===== src/hdl/skts_pkg.sv =====
`timescale 1ns / 1ps
// ---------------------------------------------------------------------------
// skts_pkg: shared types and constants
// Types, widths and command codes for the sorted key table search block.
// ---------------------------------------------------------------------------
package skts_pkg;

  localparam int TableDepth = 1024;
  localparam int KeyBytes   = 8;
  localparam int IdxW       = $clog2(TableDepth);
  localparam int CntW       = IdxW + 1;
  localparam int KeyW       = 64;
  localparam int QDepth     = 2;

  localparam logic [0:0] CFG_ENTRY_COUNT   = 1'b0;
  localparam logic [0:0] CFG_MAX_KEY_BYTES = 1'b1;

  typedef enum logic [1:0] {
    CMD_LOAD   = 2'd0,
    CMD_EXACT  = 2'd1,
    CMD_PREFIX = 2'd2,
    CMD_NONE   = 2'd3
  } cmd_t;

  typedef struct packed {
    logic [1:0]  cmd;
    logic [9:0]  slot;
    logic [63:0] key;
    logic [3:0]  key_len;
    logic [31:0] rec_offset;
    logic [31:0] rec_size;
    logic [7:0]  file_number;
  } in_item_t;

  typedef struct packed {
    logic        found;
    logic [9:0]  match_index;
    logic [31:0] match_offset;
    logic [31:0] match_size;
    logic [7:0]  match_file;
  } out_item_t;

  // classified find job type; the front to back queue carries in_item_t instead
  typedef struct packed {
    logic        prefix;
    logic [3:0]  nbytes;
    logic [63:0] key;
  } job_t;

  typedef enum logic [3:0] {
    ST_IDLE,
    ST_RD_FIRST,
    ST_CMP_FIRST,
    ST_CMP_LAST,
    ST_MID,
    ST_CMP_MID,
    ST_BACK,
    ST_CMP_BACK,
    ST_FETCH,
    ST_DONE
  } state_t;

  localparam int RecW = 72;

  // -1/0/+1 encoded as lt, eq
  function automatic logic [1:0] key_cmp(input logic [63:0] q, input logic [63:0] s,
                                         input logic [3:0] nbytes, input logic prefix);
    logic [1:0] res;
    logic       stop;
    logic [7:0] a;
    logic [7:0] b;
    res  = 2'b01;
    stop = 1'b0;
    for (int i = 0; i < KeyBytes; i++) begin
      a = q[63-8*i -: 8];
      b = s[63-8*i -: 8];
      if (!stop && (i < 32'(nbytes))) begin
        if (a != b) begin
          res  = (a < b) ? 2'b10 : 2'b00;
          stop = 1'b1;
        end else if (!prefix && a == 8'd0) begin
          stop = 1'b1;
        end
      end
    end
    return res;  // bit1 lt, bit0 eq
  endfunction

endpackage


===== src/hdl/skts_queue.sv =====
`timescale 1ns / 1ps
// ---------------------------------------------------------------------------
// skts_queue: small job fifo
// Decouples the front classifier from the search engine.
// ---------------------------------------------------------------------------
module skts_queue (
  input  logic               clk,
  input  logic               rst_n,
  input  logic               push,
  input  skts_pkg::in_item_t push_data,
  output logic               full,
  input  logic               pop,
  output logic               empty,
  output skts_pkg::in_item_t head
);
  import skts_pkg::*;

  localparam int PW = $clog2(QDepth);

  in_item_t      mem_r [QDepth];
  logic [PW-1:0] wp_r, wp_nxt, rp_r, rp_nxt;
  logic [PW:0]   cnt_r, cnt_nxt;

  assign full  = (cnt_r == (PW+1)'(QDepth));
  assign empty = (cnt_r == '0);
  assign head  = mem_r[rp_r];

  always_comb begin
    wp_nxt  = push ? wp_r + 1'b1 : wp_r;
    rp_nxt  = pop ? rp_r + 1'b1 : rp_r;
    cnt_nxt = cnt_r + (PW+1)'(push) - (PW+1)'(pop);
  end

  always_ff @(posedge clk) begin
    if (!rst_n) begin
      wp_r  <= '0;
      rp_r  <= '0;
      cnt_r <= '0;
    end else begin
      wp_r  <= wp_nxt;
      rp_r  <= rp_nxt;
      cnt_r <= cnt_nxt;
    end
    if (push) begin
      mem_r[wp_r] <= push_data;
    end
  end

`ifndef SYNTHESIS
  a_no_underflow: assert property (@(posedge clk) disable iff (!rst_n)
    empty |-> !pop) else $error("pop from empty queue");
  a_count: assert property (@(posedge clk) disable iff (!rst_n)
    cnt_r <= (PW+1)'(QDepth)) else $error("queue count overflow");
  a_cnt_step: assert property (@(posedge clk) disable iff (!rst_n)
    (push && !pop) |=> !empty) else $error("queue lost an entry");
`endif
endmodule


===== config.mk =====
export PLATFORM = sky130hd
export DESIGN_NAME = skts_queue
export DESIGN_NICKNAME = d
export VERILOG_FILES = /design/src/hdl/skts_pkg.sv /design/src/hdl/skts_queue.sv
export SDC_FILE = /design/constraint.sdc
export NUM_CORES = 1
export LEC_CHECK = 0
export BUFFER_PORTS_ARGS = -buffer_cell sky130_fd_sc_hd__buf_2
export CAP_MARGIN = 20
export CORE_UTILIZATION = 52
export CTS_BUF_LIST = sky130_fd_sc_hd__clkbuf_8 sky130_fd_sc_hd__clkbuf_16
export DETAILED_ROUTE_END_ITERATION = 8
export PLACE_DENSITY = 0.88
export SETUP_SLACK_MARGIN = 0.3
export SLEW_MARGIN = 20
export SYNTH_ARGS = -nofsm -noshare
export SYNTH_HDL_FRONTEND = slang
export SYNTH_SLANG_ARGS = --single-unit
export TNS_END_PERCENT = 5

===== constraint.sdc =====
create_clock -name clk -period 8.8 [get_ports clk]
set_clock_uncertainty 0.1 [all_clocks]
set_input_delay 0.44 -clock clk [delete_from_list [all_inputs] [get_ports clk]]
set_output_delay 0.44 -clock clk [all_outputs]
set_load 0.01 [all_outputs]

======== Word-level counts from Yosys, hierarchy flattened ========
Memory sizes are Yosys's and may differ from the RTL's. A register that Yosys moved wholly into a read port is not among the register bits.
Cells that the tools add are included.
word-level totals
  bits in registers ....................... 4
  bits in writable memories ............... 304
  output and inout bits ................... 154
  memories ................................ 1
memories
  memory  words  bits a word  read ports  clocked after Yosys merged registers in  write ports  RTL line          text
  mem_r   2      152          1           1                                        1            skts_queue.sv:20  in_item_t mem_r [QDepth];
operators by class
  add/sub/neg operators ................... 4
  equality and inequality tests ........... 1
  multiplexer cells ....................... 4
  reductions and logical operators ........ 1
operators by type and width
  cell                                        number
  two-way mux 1 bit                           4
  adder 1 bit, second input constant          2
  adder 2 x 1 -> 2 bit                        1
  equality test 2 bit, second input constant  1
  zero test 2 bit                             1
  subtractor 2 x 1 -> 2 bit                   1

======== Longest topological paths before layout ========
Gate-level depths: netlist of run 1.
  depth in word-level cells ............... 3
  depth in mapped cells ................... 6

======== Least setup slack after synthesis of run 1 ========
Ideal clock, no wire load.
  path type ............................... input to register
  from .................................... input port push
  to ...................................... memory mem_r[0][0] (netlist bit), enable pin
  setup time .............................. 684 ps
  data arrival time ....................... 7044 ps
  required time ........................... 8016 ps
  slack ................................... 972 ps
  stages .................................. 1
  buffers on the path ..................... 0
  cells stage by stage .................... nor2b_1
on the way
  longest elaborated chain between the ends .. 2
ends and longest elaborated chain
  element                                  RTL line          text
  start: declaration                       skts_queue.sv:9   input logic push,
  two-way mux 1 bit                        skts_queue.sv:44  if (push) begin
  two-way mux 1 bit (not written as such)  skts_queue.sv:45  mem_r[wp_r] <= push_data;
  end: declaration                         skts_queue.sv:20
No other way between the ends.

==> results_dict.tcl, run 1 <==
set metrics [dict create \
    run_status "completed" \
    clkTransAtPathRegs_ns 0.06 \
    wl_um 25100 \
    design.core.area_mm2 0.0218 \
    postCtsHoldBufs 152 \
    drv_slew 0 \
    min_period_ns 3.27 \
    drive_gt1_share_pct 51.3 \
    cts_buffer_depth 3 \
    cts_tree "yes" \
    worstPathArrival_ns 2.73 \
    yosysSeqAreaShare_pct 80.2 \
    critPathKind "flip-flop to output pin" \
    die_x_um 151 \
    syn_inst 494 \
    area_growth_syn_to_layout_pct 38.0 \
    port_buffers 309 \
    htree_num_levels 1 \
    grt_first_pass_wirelength_um 36700 \
    first_pass_iters 5 \
    drc_errors 0 \
    globalRouteTotalUtil_pct 21.6 \
    num_vias 6466 \
    root_buffer "clkbuf_16" \
    cts_resized 0 \
    crit_fanout 61 \
    yosysWarningCount 0 \
    hold_class "input pin to flip-flop" \
    clock_sinks 309 \
    wire_per_inst_um 19.6 \
    cap_violations 0 \
    dp_hpwl_um 13900 \
    rsz0062_at_grt "no" \
    cts_setup_buffers 0 \
    gp_congestion 0.742 \
    rows 54 \
    insertion_delay_ns 0.54 \
    final_core_util_pct 73.0 \
    slew_headroom_pct 25.8 \
    drt_iter0_markers 319 \
    grt_pass1_vias 6959 \
    yosys_register_bits 309 \
    ios 310 \
    fmax_ghz 0.306 \
    required_ns 8.26 \
    place_inst 1071 \
    final_cells 1282 \
    tns_ns 0 \
    die_h_um 151 \
    synth-edff-count 304 \
    die_area_mm2 0.0227 \
    start_util_pct 52.9 \
    grt_max_degree 83 \
    routed_via_density 5.04 \
    grt_overflow_total 0 \
    pwr_density_cell_mw_per_mm2 220 \
    antenna_found_initial 3 \
    final_nets 1133 \
    worstMarginPinSlew_ns 1.11 \
    nFillCells 1258 \
    cts_buffers 30 \
    fin_crit_sh_pct 37.2 \
    synthesis.area_mm2 0.0115 \
    drt.antenna.violating_nets 0 \
    ir_drop_v 0.000217 \
    reg2reg_setup_slack_ns 6.08 \
    start_kind "flip-flop" \
    synth_cell_types 14 \
    async_flop_share_pct 0 \
    syn_nets 652 \
    power.leakage_nw 6.24 \
    finalSetupViolCount 0 \
    syn-mean-instance-area_um2 23.3 \
    cp-end-kind "output pin" \
    hold_viol_final 0 \
    yosys_most_used_dff "edfxtp_1" \
]
cell usage after synthesis, types with 2 or more instances:
master	n	area [µm²]
inv_1	2	7.51
nor2b_1	4	25.0
buf_6	10	113
mux2_4	80	1200
buf_2	7	35.0
ha_1	2	25.0
dfxtp_1	5	100
edfxtp_1	304	9130
and2_1	4	25.0
mux2_2	72	811
registers in the layout, summed over array words and instances (netlist names), named ones only:
| register | count |
|---|---|
| mem_r | 304 |
| cnt_r | 2 |
| wp_r | 1 |
| rp_r | 1 |
worst paths after layout:
check,depth (start not counted),end,from
min,2,wp_r,rst_n
max reg2reg,2,mem_r[1][32],wp_r
max,3,head[141],flip-flop
min reg2reg,2,flip-flop,rp_r
layer usage:
layer,up-vias,wire [µm],global-route usage (%)
li1,2932,-,-
met4,0,720,8.00
met3,56,1830,4.88
met5,-,0,0
met1,3188,8840,23.3
met2,290,13700,40.9
worst max-delay path, cell delays in order (launching register included):
cell,delay (ns)
dfxtp_4,0.66
buf_4,0.87
mux2_2,0.42
buf_2,0.14
through the flow:
step | power [mW] | hold slack [ns] | setup WS (ns) | area (µm²)
4_1_cts | 3.49 | 0.0444 | 5.51 | 15900
5_1_grt | 3.60 | 0.0646 | 5.42 | 15900
6_report | 3.49 | 0.0738 | 5.53 | 15900
2_1_floorplan | 1.98 | 0.439 | 0.972 | 11500
3_5_place_dp | 2.12 | 0.462 | 5.85 | 13300
3_3_place_gp | 2.10 | 0.456 | 5.86 | 13300
report_power, final:
group,internal (mW),switching [mW],leakage [nW]
sequential,1.70,0.0275,2.90
combinational,0.223,0.193,2.82
clock,0.812,0.531,0.532
logic make-up after synthesis:
group                    after synthesis  share of synthesized area, %
AND/OR/NAND/NOR                        9                         0.467
AO/OA/AOI/OAI                          1                        0.0652
adder cells (fa/ha/maj)                2                         0.217
buffers and inverters                 19                          1.35
XOR/XNOR                               2                         0.272
flip-flops                           309                          80.2
multiplexers                         152                          17.5
cell type report:
| class | instances | area, µm² | area share, % |
|---|---|---|---|
| clock buffers | 31 | 776 | 4.88 |
| inverters | 2 | 7.51 | 0.0473 |
| diodes | 3 | 7.51 | 0.0473 |
| multi-input cells | 166 | 2140 | 13.5 |
| well taps | 280 | 350 | 2.21 |
| clock inverters | 25 | 268 | 1.69 |
| flip-flops and latches | 309 | 9230 | 58.1 |
| repair buffers | 466 | 3110 | 19.5 |
layout by cell type, fill, tap and decap left out, drive strengths merged:
master and count:
clkbuf 31, nor2 1, ha 2, mux2 152, edfxtp 304, dfxtp 5
and2 4, clkinvlp 1, dlygate4sd3 152, buf 314, o21a 1, clkinv 11
xor2 1, xnor3 1, inv 9, bufinv 6, nor2b 4, diode 3
No activity file was read; power rests on OpenSTA's default activity.
==> inputs of run 2 (changes only) <==
- ABC_AREA: unset -> 1
- clock period: 8.8 -> 3.35 ns (I/O delays scaled with it)
==> results_dict.tcl, run 2 <==
set metrics [dict create \
    run_status "completed" \
    insertion_delay_ns 0.55 \
    layout_common_cells "buf_2 (309), edfxtp_1 (304), dlygate4sd3_1 (157), mux2_4 (80), mux2_2 (72)" \
    required_ns 3.08 \
    synth-edff-count 304 \
    yosys_register_bits 309 \
    design.core.area_mm2 0.0218 \
    fin_crit_sh_pct 78.5 \
    ys_top_cells_by_count "edfxtp_1 (304), mux2_4 (80), mux2_2 (72)" \
    clock_sinks 309 \
    slew_headroom_pct 47.2 \
    drive_gt1_share_pct 51.0 \
    drv_slew 0 \
    gp_congestion 0.749 \
    cts_buffers 31 \
    final_cells 1307 \
    grt_overflow_total 0 \
    syn_inst 506 \
    largest_reg_flops 304 \
    async_flop_share_pct 0 \
    cap_violations 0 \
    globalRouteTotalUtil_pct 23.7 \
    antenna_found_initial 0 \
    largest_register "mem_r" \
    ios 310 \
    synth_cell_types 12 \
    root_buffer "clkbuf_16" \
    place_area_mm2 0.0135 \
    cts_setup_buffers 0 \
    cts_resized 0 \
    pre_cts_ws_ns 1.30 \
    grt_first_pass_wirelength_um 39600 \
    fin_total_pwr_mw 8.85 \
    die_area_mm2 0.0227 \
    die_x_um 151 \
    final_core_util_pct 73.7 \
    hold_viol_final 0 \
    num_vias 6706 \
    rows 54 \
    htree_num_levels 1 \
    clkTransAtPathRegs_ns 0.07 \
    reg_top3 "mem_r (304), cnt_r (2)" \
    ir_drop_v 0.000592 \
    hold_ws_ns 0.241 \
    cts_tree "yes" \
    start_kind "flip-flop" \
    final_nets 1161 \
    wire_per_inst_um 20.9 \
    tns_ns 0 \
    synth_area_leaders "edfxtp_1 (79%), mux2_4 (10%), mux2_2 (7.0%)" \
    drt_iter0_markers 382 \
    grt_pass1_vias 7202 \
    yosysTopAreaCellShare_pct 79.3 \
    synth_top_area_cell "edfxtp_1" \
    yosysWarningCount 0 \
    wl_um 27300 \
    cp-end-kind "output pin" \
    finalSetupViolCount 0 \
    syn_nets 664 \
    crit_fanout 48 \
    routed_via_density 5.13 \
    worstPathArrival_ns 2.36 \
    cts_buffer_depth 3 \
    die_h_um 151 \
    area_growth_syn_to_layout_pct 39.2 \
    yosys_most_used_dff "edfxtp_1" \
    r2r_start "wp_r" \
    first_pass_iters 4 \
    port_buffers 309 \
    layout_setup_ws_ns 0.720 \
    final_common_cell "buf_2" \
    min_period_ns 2.63 \
    rsz0062_at_grt "no" \
    yosysSeqAreaShare_pct 80.2 \
    fin_area_mm2 0.0160 \
    start_util_pct 52.9 \
    pwr_density_cell_mw_per_mm2 552 \
    place_inst 1093 \
    critPathKind "flip-flop to output pin" \
    syn-mean-instance-area_um2 22.8 \
    drc_errors 0 \
    diodes 0 \
    fmax_ghz 0.380 \
    hp-start "push_data[24]" \
    drt.antenna.violating_nets 0 \
    power.leakage_nw 6.35 \
    grt_max_degree 80 \
    worstMarginPinSlew_ns 0.791 \
    yosysMostFrequentCell "edfxtp_1" \
    synthesis.area_mm2 0.0115 \
    hold_class "input pin to flip-flop" \
    dp_hpwl_um 15000 \
]
-- run 2: worst paths after layout --
check | slack, ns | depth (start not counted) | to
setup / recovery | 0.72 | 3 | head[151]
hold / removal | 0.24 | 2 | mem_r[0][24]
setup reg to reg | 1.51 | 5 | wp_r
hold reg to reg | 0.45 | 2 | rp_r
-- run 2: layer usage --
metal,GRT usage (%),routed length [µm]
met1,26.2,9470
met2,44.4,14700
met3,5.12,2340
met4,8.65,809
met5,0,0
-- run 2: cells by family (layout without fill, tap and decap cells) --
group	count (synthesis)	in the layout	share of synthesized area (%)
AOI/OAI and AO/OA	1	1	0.0434
and+or+nand+nor	18	18	0.598
buffers and inverters	24	545	1.51
muxes	152	152	17.5
DFF	309	309	80.2
adders and majority gates	2	2	0.217
-- run 2: what timing repair did --
item | 4_1_cts | 5_1_grt
hold endpoints to repair | 309 | 0
hold buffers | 157 | 0
endpoints found under the setup margin | 0 | 0
-- run 2: where the power goes --
group,internal [mW],switching (mW),leakage [nW]
sequential,4.48,0.0815,2.90
clock,1.86,1.40,0.523
combinational,0.548,0.484,2.94
-- run 2: area by class of cell --
cell class                      instances  area, µm²
Sequential cell                       309       9230
Clock buffer                           36        845
Clock inverter                         21        131
Tap cell                              280        350
Multi-Input combinational cell        173       2120
Fill cell                            1186       5730
Inverter                                7       30.0
Timing Repair Buffer                  481       3320
-- run 2: critical path, stage by stage (launching register included) --
cell	delay (ns)
dfxtp_4	0.87
buf_4	0.39
mux2_2	0.39
buf_2	0.15
==> inputs of run 3 (changes only) <==
- ABC_AREA: 1 -> 0
- CORE_UTILIZATION: 52 -> 47
- PLACE_DENSITY: 0.88 -> 0.84
- clock period: 3.35 -> 2.2 ns (I/O delays scaled with it)
==> results_dict.tcl, run 3 (synthesis results as in run 1) <==
set metrics [dict create \
    run_status "completed" \
    multi_input_area_mm2 0.00217 \
    critPathKind "flip-flop to output pin" \
    required_ns 1.99 \
    hold_viol_final 0 \
    port_buffers 309 \
    routed_via_density 4.90 \
    seq_area_mm2 0.00923 \
    crit_fanout 6 \
    comb_power_share_pct 14.3 \
    num_vias 6610 \
    power.leakage_nw 6.53 \
    grt_overflow_total 0 \
    grt_pass1_vias 6967 \
    min_period_ns 2.03 \
    grt_max_degree 77 \
    start_util_pct 48.5 \
    gp_congestion 0.750 \
    finalSetupViolCount 0 \
    timing.rr.end "wp_r" \
    largest_register "mem_r" \
    crit_chain "buf_12, buf_12, buf_16, mux2_2, buf_2" \
    final_nets 1163 \
    htree_num_levels 1 \
    worstMarginPinSlew_ns 0.492 \
    cts_buffers 30 \
    wl_um 27400 \
    hold_class "input pin to flip-flop" \
    globalRouteTotalUtil_pct 20.5 \
    root_buffer "clkbuf_16" \
    drc_errors 0 \
    insertion_delay_ns 0.55 \
    drv_slew 0 \
    cp-end-kind "output pin" \
    p_sw_mw 3.10 \
    cap_violations 0 \
    cts_tree "yes" \
    dp_hpwl_um 14600 \
    wl_met3_um 1860 \
    place_area_mm2 0.0135 \
    clkTransAtPathRegs_ns 0.06 \
    reg2reg_setup_slack_ns 0.54 \
    timing.critical_path.mode_cell "buf_12" \
    rows 56 \
    first_pass_iters 4 \
    wire_per_inst_um 20.3 \
    nFillCells 1405 \
    cts_buffer_depth 3 \
    layout_common_cells "edfxtp_1 (304), buf_2 (295), dlygate4sd3_1 (156), mux2_4 (88), mux2_2 (64)" \
    crit_end "head[51]" \
    cp_slowest_stage_delay_ns 0.36 \
    grt_first_pass_wirelength_um 38000 \
    pwr_density_cell_mw_per_mm2 836 \
    start_kind "flip-flop" \
    highest_layer "met5" \
    route.met2.wl_um 15000 \
    ios 310 \
    drt-met1-wl_um 9790 \
    p_int_mw 10.7 \
    slew_headroom_pct 67.2 \
    critPathSlowestCell "dfxtp_4" \
    place_inst 1119 \
    final_cells 1350 \
    ir_drop_v 0.000724 \
    die_x_um 159 \
    pwr-share-seq_pct 49.8 \
    fin_area_mm2 0.0166 \
    reg_top3 "mem_r (304), cnt_r (2)" \
    rsz0062_at_grt "yes" \
    drive_gt1_share_pct 52.7 \
    fmax_ghz 0.492 \
    p_sw_share_pct 22.4 \
    design.core.area_mm2 0.0238 \
    worstPathArrival_ns 1.82 \
    r2r_start "wp_r" \
    antenna_found_initial 3 \
    fin_crit_sh_pct 92.3 \
    p_clk_share_pct 35.9 \
    hold_path_depth 2 \
    area_growth_syn_to_layout_pct 43.9 \
    die_area_mm2 0.0251 \
    drt.antenna.violating_nets 0 \
    die_h_um 159 \
    r2r_cells 4 \
    drt_iter0_markers 387 \
    hold_ws_ns 0.175 \
    final_common_cell "edfxtp_1" \
    clock_sinks 309 \
    largest_reg_flops 304 \
]
-- run 3: critical path, delay by kind of cell (launching register included) --
family / cells / cell delay (ns)
buffers and inverters: 4 / 0.56
flip-flops: 1 / 0.36
multiplexers: 1 / 0.34
-- run 3: worst min path at each step --
stage / from / endpoint / slack (ns)
global route: push_data[30] / mem_r[0][30] / 0.16
floorplan: push_data[0] / mem_r[0][0] / 0.11
finish: push_data[51] / mem_r[0][51] / 0.18
global placement: push_data[102] / mem_r[0][102] / 0.20
CTS: push_data[51] / mem_r[0][51] / 0.15
detailed placement: push_data[30] / mem_r[0][30] / 0.20
-- run 3: power by group through the flow --
stage          Combinational (mW)  Sequential (mW)  Clock (mW)
3_3_place_gp                 1.44             7.00           0
4_1_cts                      1.86             6.89        5.02
3_5_place_dp                 1.47             7.02           0
6_report                     1.98             6.90        4.97
2_1_floorplan               0.890             7.00           0
5_1_grt                      2.10             6.92        5.26
-- run 3: what timing repair did --
action | in CTS | in global routing
endpoints found under the hold margin | 309 | 0
setup endpoints to repair | 145 | 147
cloned | 6 | 4
buffers inserted | 6 | 1
gates resized for setup | 14 | 27
hold buffers | 156 | 0
-- run 3: metal layers --
metal | global-route usage, % | up-vias
met4 | 6.04 | 2
met3 | 4.82 | 60
met5 | 0 | -
met1 | 22.7 | 3238
li1 | - | 3003
met2 | 38.9 | 307
-- run 3: cell type report --
cell class,instances,share of cell area (%)
multi-input combinational,166,13.1
antenna,2,0.0302
sequential,309,55.7
timing repair buffer,496,22.9
inverter,2,0.0453
clock inverter,26,1.26
tap,319,2.41
clock buffer,30,4.53
-- run 3: through the flow --
step | util, % | setup slack (ns) | power (mW) | TNS [ns]
finish | 69.8 | 0.169 | 13.8 | 0
global route | 69.8 | 0.120 | 14.3 | 0
global placement | 56.9 | 0.596 | 8.44 | 0
detailed placement | 56.9 | 0.585 | 8.50 | 0
floorplan | - | -0.901 | 7.89 | -223.75
CTS | 68.7 | 0.136 | 13.8 | 0
